==> src/design/bad_pkg.sv <==
// bad_pkg: shared types and constants of the bounded array deque
`timescale 1ns / 1ps

package bad_pkg;

   localparam int VALUE_W = 32;
   localparam int CAP_W   = 5;

   localparam logic [CAP_W-1:0]   CAP_RESET = 5'd16;
   localparam logic [VALUE_W-1:0] MINUS_ONE = 32'hFFFF_FFFF;

   typedef enum logic [1:0] {
      CMD_PUSH_FRONT = 2'd0,
      CMD_PUSH_REAR  = 2'd1,
      CMD_POP_FRONT  = 2'd2,
      CMD_POP_REAR   = 2'd3
   } cmd_type;

   typedef enum logic [1:0] {
      ST_OK        = 2'd0,
      ST_OVERFLOW  = 2'd1,
      ST_UNDERFLOW = 2'd2
   } status_type;

   // what the pointer unit hands to the read stage for one transaction
   typedef struct packed {
      logic       pop_ok;
      status_type status;
   } issue_type;

endpackage

==> src/design/bad_slot_mem.sv <==
// bad_slot_mem: single-port slot memory with a registered read
`timescale 1ns / 1ps

module bad_slot_mem #(
   parameter int DEPTH = 16,
   parameter int AW    = 4
) (
   input  logic                          clock,
   input  logic                          wr_en,
   input  logic                          rd_en,
   input  logic [AW-1:0]                 addr,
   input  logic [bad_pkg::VALUE_W-1:0]   wdata,
   output logic [bad_pkg::VALUE_W-1:0]   rdata_ff
);
   import bad_pkg::*;

   logic [VALUE_W-1:0] slot_mem_ff [DEPTH];

   always_ff @(posedge clock) begin
      if (wr_en) begin
         slot_mem_ff[addr] <= wdata;
      end
      if (rd_en) begin
         rdata_ff <= slot_mem_ff[addr];
      end
   end

endmodule

==> src/design/bad_ptr_ctrl.sv <==
// bad_ptr_ctrl: head and tail pointers, capacity register and command decode
`timescale 1ns / 1ps

module bad_ptr_ctrl #(
   parameter int DEPTH = 16,
   parameter int AW    = 4
) (
   input  logic                       clock,
   input  logic                       reset,
   input  logic                       accept,
   input  logic [1:0]                 command,
   input  logic                       csr_wr,
   input  logic [bad_pkg::CAP_W-1:0]  csr_wdata,
   output logic                       mem_wr_en,
   output logic                       mem_rd_en,
   output logic [AW-1:0]              mem_addr,
   output bad_pkg::issue_type         issue
);
   import bad_pkg::*;

   localparam int PW = $clog2(DEPTH + 1);
   localparam int CW = (PW > CAP_W) ? PW : CAP_W;
   localparam logic [CW-1:0] DEPTH_CW = CW'(DEPTH);

   logic [PW-1:0]    head_ff, head_in;
   logic [PW-1:0]    tail_ff, tail_in;
   logic [CAP_W-1:0] cap_ff;

   logic [CW-1:0] cap_ext, eff_cap, tail_ext;
   logic [PW-1:0] head_m1, tail_m1;
   logic          empty;
   logic          do_wr, do_rd;
   logic [PW-1:0] ptr_sel;
   cmd_type       cmd;

   assign cmd      = cmd_type'(command);
   assign cap_ext  = CW'(cap_ff);
   assign eff_cap  = (cap_ext > DEPTH_CW) ? DEPTH_CW : cap_ext;
   assign tail_ext = CW'(tail_ff);
   assign head_m1  = head_ff - PW'(1);
   assign tail_m1  = tail_ff - PW'(1);
   assign empty    = (head_ff == tail_ff);

   always_comb begin
      head_in       = head_ff;
      tail_in       = tail_ff;
      do_wr         = 1'b0;
      do_rd         = 1'b0;
      ptr_sel       = head_ff;
      issue.pop_ok  = 1'b0;
      issue.status  = ST_OK;
      case (cmd)
         CMD_PUSH_FRONT: begin
            if (head_ff == '0) begin
               issue.status = ST_OVERFLOW;
            end else begin
               do_wr   = 1'b1;
               ptr_sel = head_m1;
               head_in = head_m1;
            end
         end
         CMD_PUSH_REAR: begin
            if (tail_ext >= eff_cap) begin
               issue.status = ST_OVERFLOW;
            end else begin
               do_wr   = 1'b1;
               ptr_sel = tail_ff;
               tail_in = tail_ff + PW'(1);
            end
         end
         CMD_POP_FRONT: begin
            if (empty) begin
               issue.status = ST_UNDERFLOW;
            end else begin
               do_rd        = 1'b1;
               issue.pop_ok = 1'b1;
               ptr_sel      = head_ff;
               head_in      = head_ff + PW'(1);
            end
         end
         default: begin
            if (empty) begin
               issue.status = ST_UNDERFLOW;
            end else begin
               do_rd        = 1'b1;
               issue.pop_ok = 1'b1;
               ptr_sel      = tail_m1;
               tail_in      = tail_m1;
            end
         end
      endcase
   end

   // every live slot index stays below DEPTH, so the low bits address the memory
   assign mem_addr  = ptr_sel[AW-1:0];
   assign mem_wr_en = accept && do_wr;
   assign mem_rd_en = accept && do_rd;

   always_ff @(posedge clock) begin
      if (reset) begin
         head_ff <= '0;
         tail_ff <= '0;
         cap_ff  <= CAP_RESET;
      end else begin
         if (accept) begin
            head_ff <= head_in;
            tail_ff <= tail_in;
         end
         if (csr_wr) begin
            cap_ff <= csr_wdata;
         end
      end
   end

endmodule

==> src/design/bounded_array_deque.sv <==
// bounded_array_deque: top level of the linear-array deque with registered result
`timescale 1ns / 1ps

// Deque held in a linear, non-circular array of DEPTH 32-bit slots in one
// single-port memory with a registered read. Each request
// transaction carries a command (push front, push rear, pop front, pop rear)
// and a value, and yields exactly one response transaction of value and
// status (ok, overflow, underflow). Pops on an empty deque and all pushes
// return minus one. Front pushes only reuse slots freed by earlier front
// pops; a front push with the head at slot zero overflows. Rear pushes
// overflow once the tail reaches the capacity register (values above DEPTH
// act as DEPTH, zero blocks all rear pushes). Pointers are not rewound when
// the deque empties. Rate: one request per cycle while the output register
// keeps draining. A taken request passes the memory access and pointer
// update, then the read-data stage into the output register. Request ready
// drops only while the read stage holds a result and the output register is
// full and not being taken. The capacity register is written through the
// csr channel, always ready; the user writes it only while idle (not enforced).

module bounded_array_deque #(
   parameter int DEPTH = 16
) (
   input  logic                              clock,
   input  logic                              reset,
   // request channel
   input  logic                              req_valid,
   output logic                              req_ready,
   input  logic [1:0]                        req_command,
   input  logic signed [bad_pkg::VALUE_W-1:0] req_value_in,
   // response channel
   output logic                              rsp_valid,
   input  logic                              rsp_ready,
   output logic signed [bad_pkg::VALUE_W-1:0] rsp_value_out,
   output logic [1:0]                        rsp_status,
   // capacity register write
   input  logic                              csr_valid,
   output logic                              csr_ready,
   input  logic [bad_pkg::CAP_W-1:0]         csr_wdata
);
   import bad_pkg::*;

   localparam int AW = $clog2(DEPTH);

   // handshake
   logic accept;
   logic out_free;

   // memory access issued at accept
   logic               mem_wr_en;
   logic               mem_rd_en;
   logic [AW-1:0]      mem_addr;
   logic [VALUE_W-1:0] mem_rdata_ff;
   issue_type          issue;

   // read-data stage
   logic      pend_ff, pend_in;
   issue_type pend_info_ff;

   // output register
   logic               rsp_valid_ff, rsp_valid_in;
   logic [VALUE_W-1:0] rsp_value_ff;
   status_type         rsp_status_ff;
   logic               load_out;

   assign csr_ready = 1'b1;

   // output register frees when empty or taken this cycle
   assign out_free  = !rsp_valid_ff || rsp_ready;
   assign load_out  = pend_ff && out_free;
   assign req_ready = !pend_ff || out_free;
   assign accept    = req_valid && req_ready;

   bad_ptr_ctrl #(
      .DEPTH (DEPTH),
      .AW    (AW)
   ) u_ptr_ctrl (
      .clock     (clock),
      .reset     (reset),
      .accept    (accept),
      .command   (req_command),
      .csr_wr    (csr_valid && csr_ready),
      .csr_wdata (csr_wdata),
      .mem_wr_en (mem_wr_en),
      .mem_rd_en (mem_rd_en),
      .mem_addr  (mem_addr),
      .issue     (issue)
   );

   // a write lands at the accept edge, so the next transaction's read already
   // sees it: no forwarding needed with one access per cycle
   bad_slot_mem #(
      .DEPTH (DEPTH),
      .AW    (AW)
   ) u_slot_mem (
      .clock    (clock),
      .wr_en    (mem_wr_en),
      .rd_en    (mem_rd_en),
      .addr     (mem_addr),
      .wdata    (req_value_in),
      .rdata_ff (mem_rdata_ff)
   );

   // read stage holds its result until the output register takes it
   assign pend_in      = accept || (pend_ff && !out_free);
   assign rsp_valid_in = load_out || (rsp_valid_ff && !rsp_ready);

   always_ff @(posedge clock) begin
      if (reset) begin
         pend_ff      <= 1'b0;
         rsp_valid_ff <= 1'b0;
      end else begin
         pend_ff      <= pend_in;
         rsp_valid_ff <= rsp_valid_in;
      end
   end

   // payload registers, no reset
   always_ff @(posedge clock) begin
      if (accept) begin
         pend_info_ff <= issue;
      end
      if (load_out) begin
         rsp_value_ff  <= pend_info_ff.pop_ok ? mem_rdata_ff : MINUS_ONE;
         rsp_status_ff <= pend_info_ff.status;
      end
   end

   assign rsp_valid     = rsp_valid_ff;
   assign rsp_value_out = rsp_value_ff;
   assign rsp_status    = rsp_status_ff;

   // every taken request reaches the read stage
   a_accept_to_pend : assert property (@(posedge clock) disable iff (reset)
      accept |=> pend_ff)
      else $error("accepted transaction lost before read stage");

   // a read-stage result moves into a free output register
   a_pend_to_out : assert property (@(posedge clock) disable iff (reset)
      load_out |=> rsp_valid_ff)
      else $error("read-stage result not moved to output");

   // only a successful pop reads the memory
   a_pop_ok_status : assert property (@(posedge clock) disable iff (reset)
      pend_ff && pend_info_ff.pop_ok |-> pend_info_ff.status == ST_OK)
      else $error("memory read flagged for a failed command");

   // failed commands always answer minus one
   a_fail_value : assert property (@(posedge clock) disable iff (reset)
      rsp_valid_ff && rsp_status_ff != ST_OK |-> rsp_value_ff == MINUS_ONE)
      else $error("failed command returned a value other than minus one");

endmodule

==> config.mk <==
export PLATFORM = sky130hd
export DESIGN_NAME = bounded_array_deque
export DESIGN_NICKNAME = d
export VERILOG_FILES = /design/src/design/bad_pkg.sv /design/src/design/bad_slot_mem.sv /design/src/design/bad_ptr_ctrl.sv /design/src/design/bounded_array_deque.sv
export SDC_FILE = /design/constraint.sdc
export NUM_CORES = 1
export LEC_CHECK = 0
export ABC_AREA = 1
export BUFFER_PORTS_ARGS = -buffer_cell sky130_fd_sc_hd__buf_2
export CAP_MARGIN = 10
export CORE_ASPECT_RATIO = 0.8
export CORE_MARGIN = 2
export CORE_UTILIZATION = 52
export DETAILED_ROUTE_END_ITERATION = 7
export PLACE_DENSITY = 0.69
export SYNTH_ARGS = -nofsm -noshare
export SYNTH_HDL_FRONTEND = slang
export SYNTH_SLANG_ARGS = --single-unit
==> constraint.sdc <==
create_clock -name clock -period 5 [get_ports clock]
set_input_delay 0.25 -clock clock [delete_from_list [all_inputs] [get_ports clock]]
set_output_delay 0.25 -clock clock [all_outputs]
set_load 0.01 [all_outputs]
==> impl_metrics.env, run 1 <==
export IMPL_critPathBufInv=2
export IMPL_hp_class="primary input to flop"
export IMPL_ff2ff_setup_slack_ns=0.84
export IMPL_required_ns=5.33
export IMPL_finalHoldViolCount=0
export IMPL_drv_slew=0
export IMPL_die_area_sq_mm=0.0520
export IMPL_irDropWorstVdd_mv=0.312
export IMPL_dieWidth_microns=254
export IMPL_vias_per_cell=5.62
export IMPL_final_cells=3256
export IMPL_cts_buffers=58
export IMPL_rsz0062_at_grt="false"
export IMPL_clk_path_buf_depth=3
export IMPL_core_rowCount=73
export IMPL_async_flop_share_pct=0
export IMPL_setup_violations_final=0
export IMPL_clk_pin_slew_ns=0.06
export IMPL_path_class="flop to flop"
export IMPL_drt_first_iter_violations=2113
export IMPL_slowest_stage="nor2_4"
export IMPL_grt_pass1_vias=17600
export IMPL_ys_seq_area_share_pct=68.2
export IMPL_clockRootBuffer="clkbuf_16"
export IMPL_start_util_pct=52.6
export IMPL_layout_commonest_cell="nand2_1"
export IMPL_setup_worst_path_start_class="flop"
export IMPL_drive_gt1_share_pct=9.69
export IMPL_min_period_ns=4.16
export IMPL_cpPeakStageDelay_ns=0.56
export IMPL_hpwl_microns=33300
export IMPL_pre_cts_slack_ns=0.918
export IMPL_grt_pass1_wl_microns=102000
export IMPL_crit_top_cell="nand2_1"
export IMPL_synth_avg_cell_area_sq_um=10.5
export IMPL_ys_types=36
export IMPL_max_freq_mhz=240
export IMPL_clock_sinks=598
export IMPL_grt_use_total_pct=25.7
export IMPL_cp_end_kind="flop"
export IMPL_synthesis_nets=2540
export IMPL_gp_congestion=0.831
export IMPL_worstPathCellList="o41ai_1 > nand2_1 > ha_1 > nand2_1 > nor2_1 > nand2_1 > nand3_1 > nand2_1 > nand2_1 > nand2_1 > nand4_1 > o21ai_4 > buf_4 > nand2_1 > nor2_4 > buf_4"
export IMPL_dr_pass1_iters=6
export IMPL_fin_nets=2584
export IMPL_clock_latency_ns=0.63
export IMPL_netlist_instances=2487
export IMPL_coreArea_sq_mm=0.0496
export IMPL_yosys_warnings=0
export IMPL_port_buffers=79
export IMPL_synth_edf_count=581
export IMPL_die_height_microns=204
export IMPL_cts_tree="yes"
export IMPL_wl_per_cell_microns=20.2
export IMPL_crit_arrival_ns=4.49
export IMPL_critPathTopFamily="simple AND/OR/NAND/NOR gates"
export IMPL_ys_seq_elements=598
export IMPL_path_max_fanout=26
export IMPL_final_cell_mix="1200 x nand2_1, 581 x edfxtp_1, 260 x nand4_1"
export IMPL_fin_setup_tns_ns=0
export IMPL_postCtsSetupBuffers=0
export IMPL_dr_total_vias=18300
export IMPL_dp_cells=3123
export IMPL_layout_area_overhead_vs_synth_pct=12.3
export IMPL_cap_violations=0
export IMPL_synth_ff_type="edfxtp_1"
export IMPL_p_leak_nw=11.9
export IMPL_synth_area_sq_mm=0.0261
export IMPL_drtAntennaViolNets=0
export IMPL_finalClockSkew_ns=0.0270
export IMPL_h_tree_depth=2
export IMPL_routed_wl_microns=65800
export IMPL_worst_slew_pin_transition_ns=1.06
export IMPL_run_status="finished clean"
export IMPL_drc=0
export IMPL_antenna_found_initial=3
export IMPL_fin_ws_ns=0.840
export IMPL_min_period_over_period_pct=83.2
export IMPL_overflow=0
export IMPL_grt_max_degree=199
export IMPL_relSlewSlack_pct=29.5
export IMPL_io_pin_count=81
export IMPL_pwr_density_cell_mw_per_mm2=431
## synthesized netlist by cell type, types with 2 or more instances
cell / number / area share, %
nand2_1: 1201 / 17
edfxtp_1: 581 / 67
nand4_1: 260 / 6.2
inv_1: 125 / 1.8
buf_2: 118 / 2.3
nor2_1: 33 / 0.48
clkbuf_1: 24 / 0.35
a21oi_1: 22 / 0.42
o21ai_0: 22 / 0.42
dfxtp_1: 17 / 1.3
buf_4: 14 / 0.40
nand3_1: 10 / 0.19
ha_1: 9 / 0.43
inv_2: 7 / 0.10
nor2_2: 5 / 0.12
xnor2_1: 4 / 0.13
xor2_1: 4 / 0.13
buf_6: 3 / 0.13
nor3_1: 3 / 0.058
o21ai_1: 3 / 0.058
o21ai_2: 3 / 0.10
nand3_2: 2 / 0.077
nor2_4: 2 / 0.086
o211ai_1: 2 / 0.058
or2_2: 2 / 0.048
## path summary, 6_finish.rpt
kind	to	start	cells past startpoint
max	u_slot_mem.slot_mem_ff[8][11]$_DFFE_PP_	u_ptr_ctrl.cap_ext[1]$_SDFFE_PP0P_	16
min	u_slot_mem.slot_mem_ff[11][26]$_DFFE_PP_	req_value_in[26]	1
max reg2reg	u_slot_mem.slot_mem_ff[8][11]$_DFFE_PP_	u_ptr_ctrl.cap_ext[1]$_SDFFE_PP0P_	16
min reg2reg	rsp_status[1]$_DFFE_PP_	pend_info_ff[1]$_DFFE_PP_	0
## cell families (layout without fill, tap and decap cells)
logic type | Yosys count | count (layout) | synth area share, %
compound gates | 56 | 56 | 1.18
flops | 598 | 598 | 68.2
xor+xnor | 8 | 8 | 0.269
buf+inv | 292 | 384 | 5.06
fa+ha+maj | 9 | 9 | 0.432
simple gates | 1523 | 1523 | 24.8
other cells | 1 | 3 | 0.0144
## what timing repair did
action,CTS,global route
endpoints found under the setup margin,0,0
hold endpoints to repair,101,0
gates resized for setup,0,0
hold buffers,23,0
## power by group
| part | switching [W] | leakage, nW | internal, W |
|---|---|---|---|
| sequential | 0.0000622 | 5.37 | 0.00571 |
| combinational | 0.00183 | 5.59 | 0.000732 |
| clock | 0.00187 | 0.920 | 0.00241 |
## state kept, by name, indices dropped and copies added (netlist names)
name,flops
rsp_value_out,32
u_ptr_ctrl.head_ff,5
u_slot_mem.rdata_ff,32
u_slot_mem.slot_mem_ff,512
u_ptr_ctrl.tail_ext,5
rsp_status,2
pend_ff,1
u_ptr_ctrl.cap_ext,5
rsp_valid,1
pend_info_ff,3
## through the flow
step / hold slack, ns / instance area, sq um / power, W / utilization [%]
6_report: 0.0319 / 29300 / 0.0126 / 59.0
5_1_grt: 0.0143 / 29300 / 0.0132 / 59.0
3_3_place_gp: 0.409 / 27200 / 0.00835 / 54.9
3_5_place_dp: 0.408 / 27200 / 0.00839 / 54.9
2_1_floorplan: 0.319 / 26100 / 0.00768 / -
4_1_cts: 0.000915 / 29300 / 0.0127 / 59.0
## layer usage
layer	routed length, microns	global-route usage (%)	vias up
li1	-	-	8543
met1	28800	36.8	8837
met2	30200	40.9	812
met3	5180	3.64	116
met4	1670	7.84	4
met5	23	0	-
## layout make-up
type                    instances  area (sq um)
diodes                          2          5.00
inverters                     132           498
well taps                     675           845
repair buffers                144          1170
clock buffers                  66          1500
multi-input cells            1597          7140
flip-flops and latches        598         17800
clock inverters                42           342
fillers                      4063         20300
Power figures use the tool's default switching activity.
==> run 2: changes to the inputs <==
- PLACE_DENSITY: 0.69 -> 0.71
- clock period: 5 -> 3.8 ns (I/O delays scaled with it)
==> run 2 against run 1 <==
Net effect:
- register-to-register slack worse by 0.61 ns
- count of clock-buffer cells in the layout is 1 higher
- clock skew is 0.0065 ns lower
- critical path depth is 1 higher
- flip-flop and latch count stayed put
- critical path type unchanged
- largest cell class unchanged
- sequential power is 32% higher
- non-clock buffer count is 51 higher
- combinational power is 36% higher
- via count is 2.3% higher
- clock power is 36% higher
==> impl_metrics.env, run 2 (synthesis gave the netlist of run 1 again) <==
export IMPL_cpPeakStageDelay_ns=0.48
export IMPL_gp_congestion=0.849
export IMPL_grt_pass1_wl_microns=103000
export IMPL_core_rowCount=73
export IMPL_fin_nets=2633
export IMPL_die_area_sq_mm=0.0520
export IMPL_fin_ws_ns=0.226
export IMPL_grt_use_total_pct=25.7
export IMPL_wl_per_cell_microns=20.1
export IMPL_finalHoldViolCount=0
export IMPL_drive_gt1_share_pct=10.2
export IMPL_slowest_stage="o41ai_2"
export IMPL_antenna_found_initial=0
export IMPL_io_pin_count=81
export IMPL_clk_pin_slew_ns=0.06
export IMPL_crit_top_cell="nand2_1"
export IMPL_final_cell_mix="1200 x nand2_1, 581 x edfxtp_1, 260 x nand4_1"
export IMPL_clock_sinks=598
export IMPL_vias_per_cell=5.68
export IMPL_final_util_pct=60.3
export IMPL_worstPathCellList="o41ai_2 > nand2_1 > ha_1 > nand2_1 > inv_1 > nand2_1 > nand3_1 > nand2_1 > nand2_1 > nand2_1 > o211ai_1 > o21ai_2 > inv_1 > nor2_4 > nand2_1 > nor2_4 > buf_4"
export IMPL_cp_end_kind="flop"
export IMPL_met1_length_microns=28300
export IMPL_relSlewSlack_pct=49.5
export IMPL_startpoint="u_ptr_ctrl.cap_ext[0]$_SDFFE_PP0P_"
export IMPL_min_period_over_period_pct=94.0
export IMPL_irDropWorstVdd_mv=0.395
export IMPL_top_register="u_slot_mem.slot_mem_ff"
export IMPL_fin_setup_tns_ns=0
export IMPL_routed_wl_microns=66200
export IMPL_setup_worst_path_start_class="flop"
export IMPL_die_height_microns=204
export IMPL_layout_area_overhead_vs_synth_pct=14.7
export IMPL_run_status="finished clean"
export IMPL_p_leak_nw=12.1
export IMPL_pwr_density_cell_mw_per_mm2=564
export IMPL_layout_commonest_cell="nand2_1"
export IMPL_max_freq_mhz=280
export IMPL_drt_first_iter_violations=2049
export IMPL_cts_tree="yes"
export IMPL_diodes=0
export IMPL_hp_class="primary input to flop"
export IMPL_finalClockSkew_ns=0.0206
export IMPL_path_class="flop to flop"
export IMPL_setup_violations_final=0
export IMPL_required_ns=4.10
export IMPL_hpwl_microns=35700
export IMPL_top_layer="met4"
export IMPL_overflow=0
export IMPL_wl_met2_microns=30800
export IMPL_worst_slew_pin_transition_ns=0.757
export IMPL_r2r_start="u_ptr_ctrl.cap_ext[0]$_SDFFE_PP0P_"
export IMPL_pre_cts_slack_ns=0.204
export IMPL_dieWidth_microns=254
export IMPL_cts_buffers=56
export IMPL_reg2reg_to="u_slot_mem.slot_mem_ff[10][28]$_DFFE_PP_"
export IMPL_cap_violations=0
export IMPL_coreArea_sq_mm=0.0496
export IMPL_drtAntennaViolNets=0
export IMPL_dr_total_vias=18700
export IMPL_clock_latency_ns=0.62
export IMPL_start_util_pct=52.6
export IMPL_crit_arrival_ns=3.87
export IMPL_drv_slew=0
export IMPL_ff2ff_setup_slack_ns=0.23
export IMPL_r2r_cells=17
export IMPL_wl_met3_microns=5280
export IMPL_grt_pass1_vias=18200
export IMPL_worstSetupEndpoint="u_slot_mem.slot_mem_ff[10][28]$_DFFE_PP_"
export IMPL_grt_max_degree=155
export IMPL_clk_path_buf_depth=3
export IMPL_largest_reg_flops=512
export IMPL_clockRootBuffer="clkbuf_16"
export IMPL_drc=0
export IMPL_path_max_fanout=14
export IMPL_dr_pass1_iters=6
export IMPL_min_period_ns=3.57
export IMPL_port_buffers=79
export IMPL_h_tree_depth=2
## run 2: worst max-delay path, delay by kind of cell, from the launching register on
family          cells  cell delay [ns]
fa+ha+maj           1             0.29
simple gates       10             1.30
buf+inv             3             0.46
compound gates      3             0.89
flops               1             0.32
## run 2: power breakdown
group	internal [W]	leakage, nW	switching, W
clock	0.00338	0.908	0.00242
combinational	0.00104	5.87	0.00244
sequential	0.00751	5.37	0.0000806
total	0.0119	12.1	0.00495
## run 2: metrics by stage
step | power (W) | instance area, sq um | std cells | hold WS, ns
after floorplan | 0.0101 | 26100 | 2487 | 0.259
after global placement | 0.0111 | 27500 | 3144 | 0.405
after detailed placement | 0.0111 | 27500 | 3144 | 0.421
after CTS | 0.0169 | 29900 | 3296 | 0.00173
after global routing | 0.0176 | 29900 | 3299 | 0.0300
final | 0.0169 | 29900 | 3299 | 0.0292
## run 2: layout make-up
| class | count | area (sq um) |
|---|---|---|
| clock buffers | 67 | 1440 |
| well taps | 675 | 845 |
| fillers | 3966 | 19700 |
| clock inverters | 35 | 433 |
| multi-input cells | 1597 | 7150 |
| inverters | 132 | 498 |
| flip-flops and latches | 598 | 17800 |
| repair buffers | 195 | 1750 |
## run 2: timing repair
item                                    4_1_cts  5_1_grt
hold buffers                                 50        0
buffers inserted                              0        3
resized for setup                             0        1
endpoints found under the hold margin       460        0
endpoints found under the setup margin        0      452
## run 2: worst min path at each step
stage | from | to | slack [ns] | cells past startpoint
floorplan | reset | pend_ff$_SDFF_PP0_ | 0.26 | 1
global placement | pend_info_ff[1]$_DFFE_PP_ | rsp_status[1]$_DFFE_PP_ | 0.40 | 0
detailed placement | csr_wdata[3] | u_ptr_ctrl.cap_ext[3]$_SDFFE_PP0P_ | 0.42 | 3
CTS | req_value_in[25] | u_slot_mem.slot_mem_ff[0][25]$_DFFE_PP_ | 0.002 | 1
global route | req_value_in[25] | u_slot_mem.slot_mem_ff[2][25]$_DFFE_PP_ | 0.03 | 1
finish | req_value_in[25] | u_slot_mem.slot_mem_ff[1][25]$_DFFE_PP_ | 0.03 | 1
## run 2: layer usage
metal,up-vias,global-route usage (%)
met1,9095,36.4
met2,870,40.7
met5,-,0
met4,0,8.84
li1,8639,-
met3,126,3.88
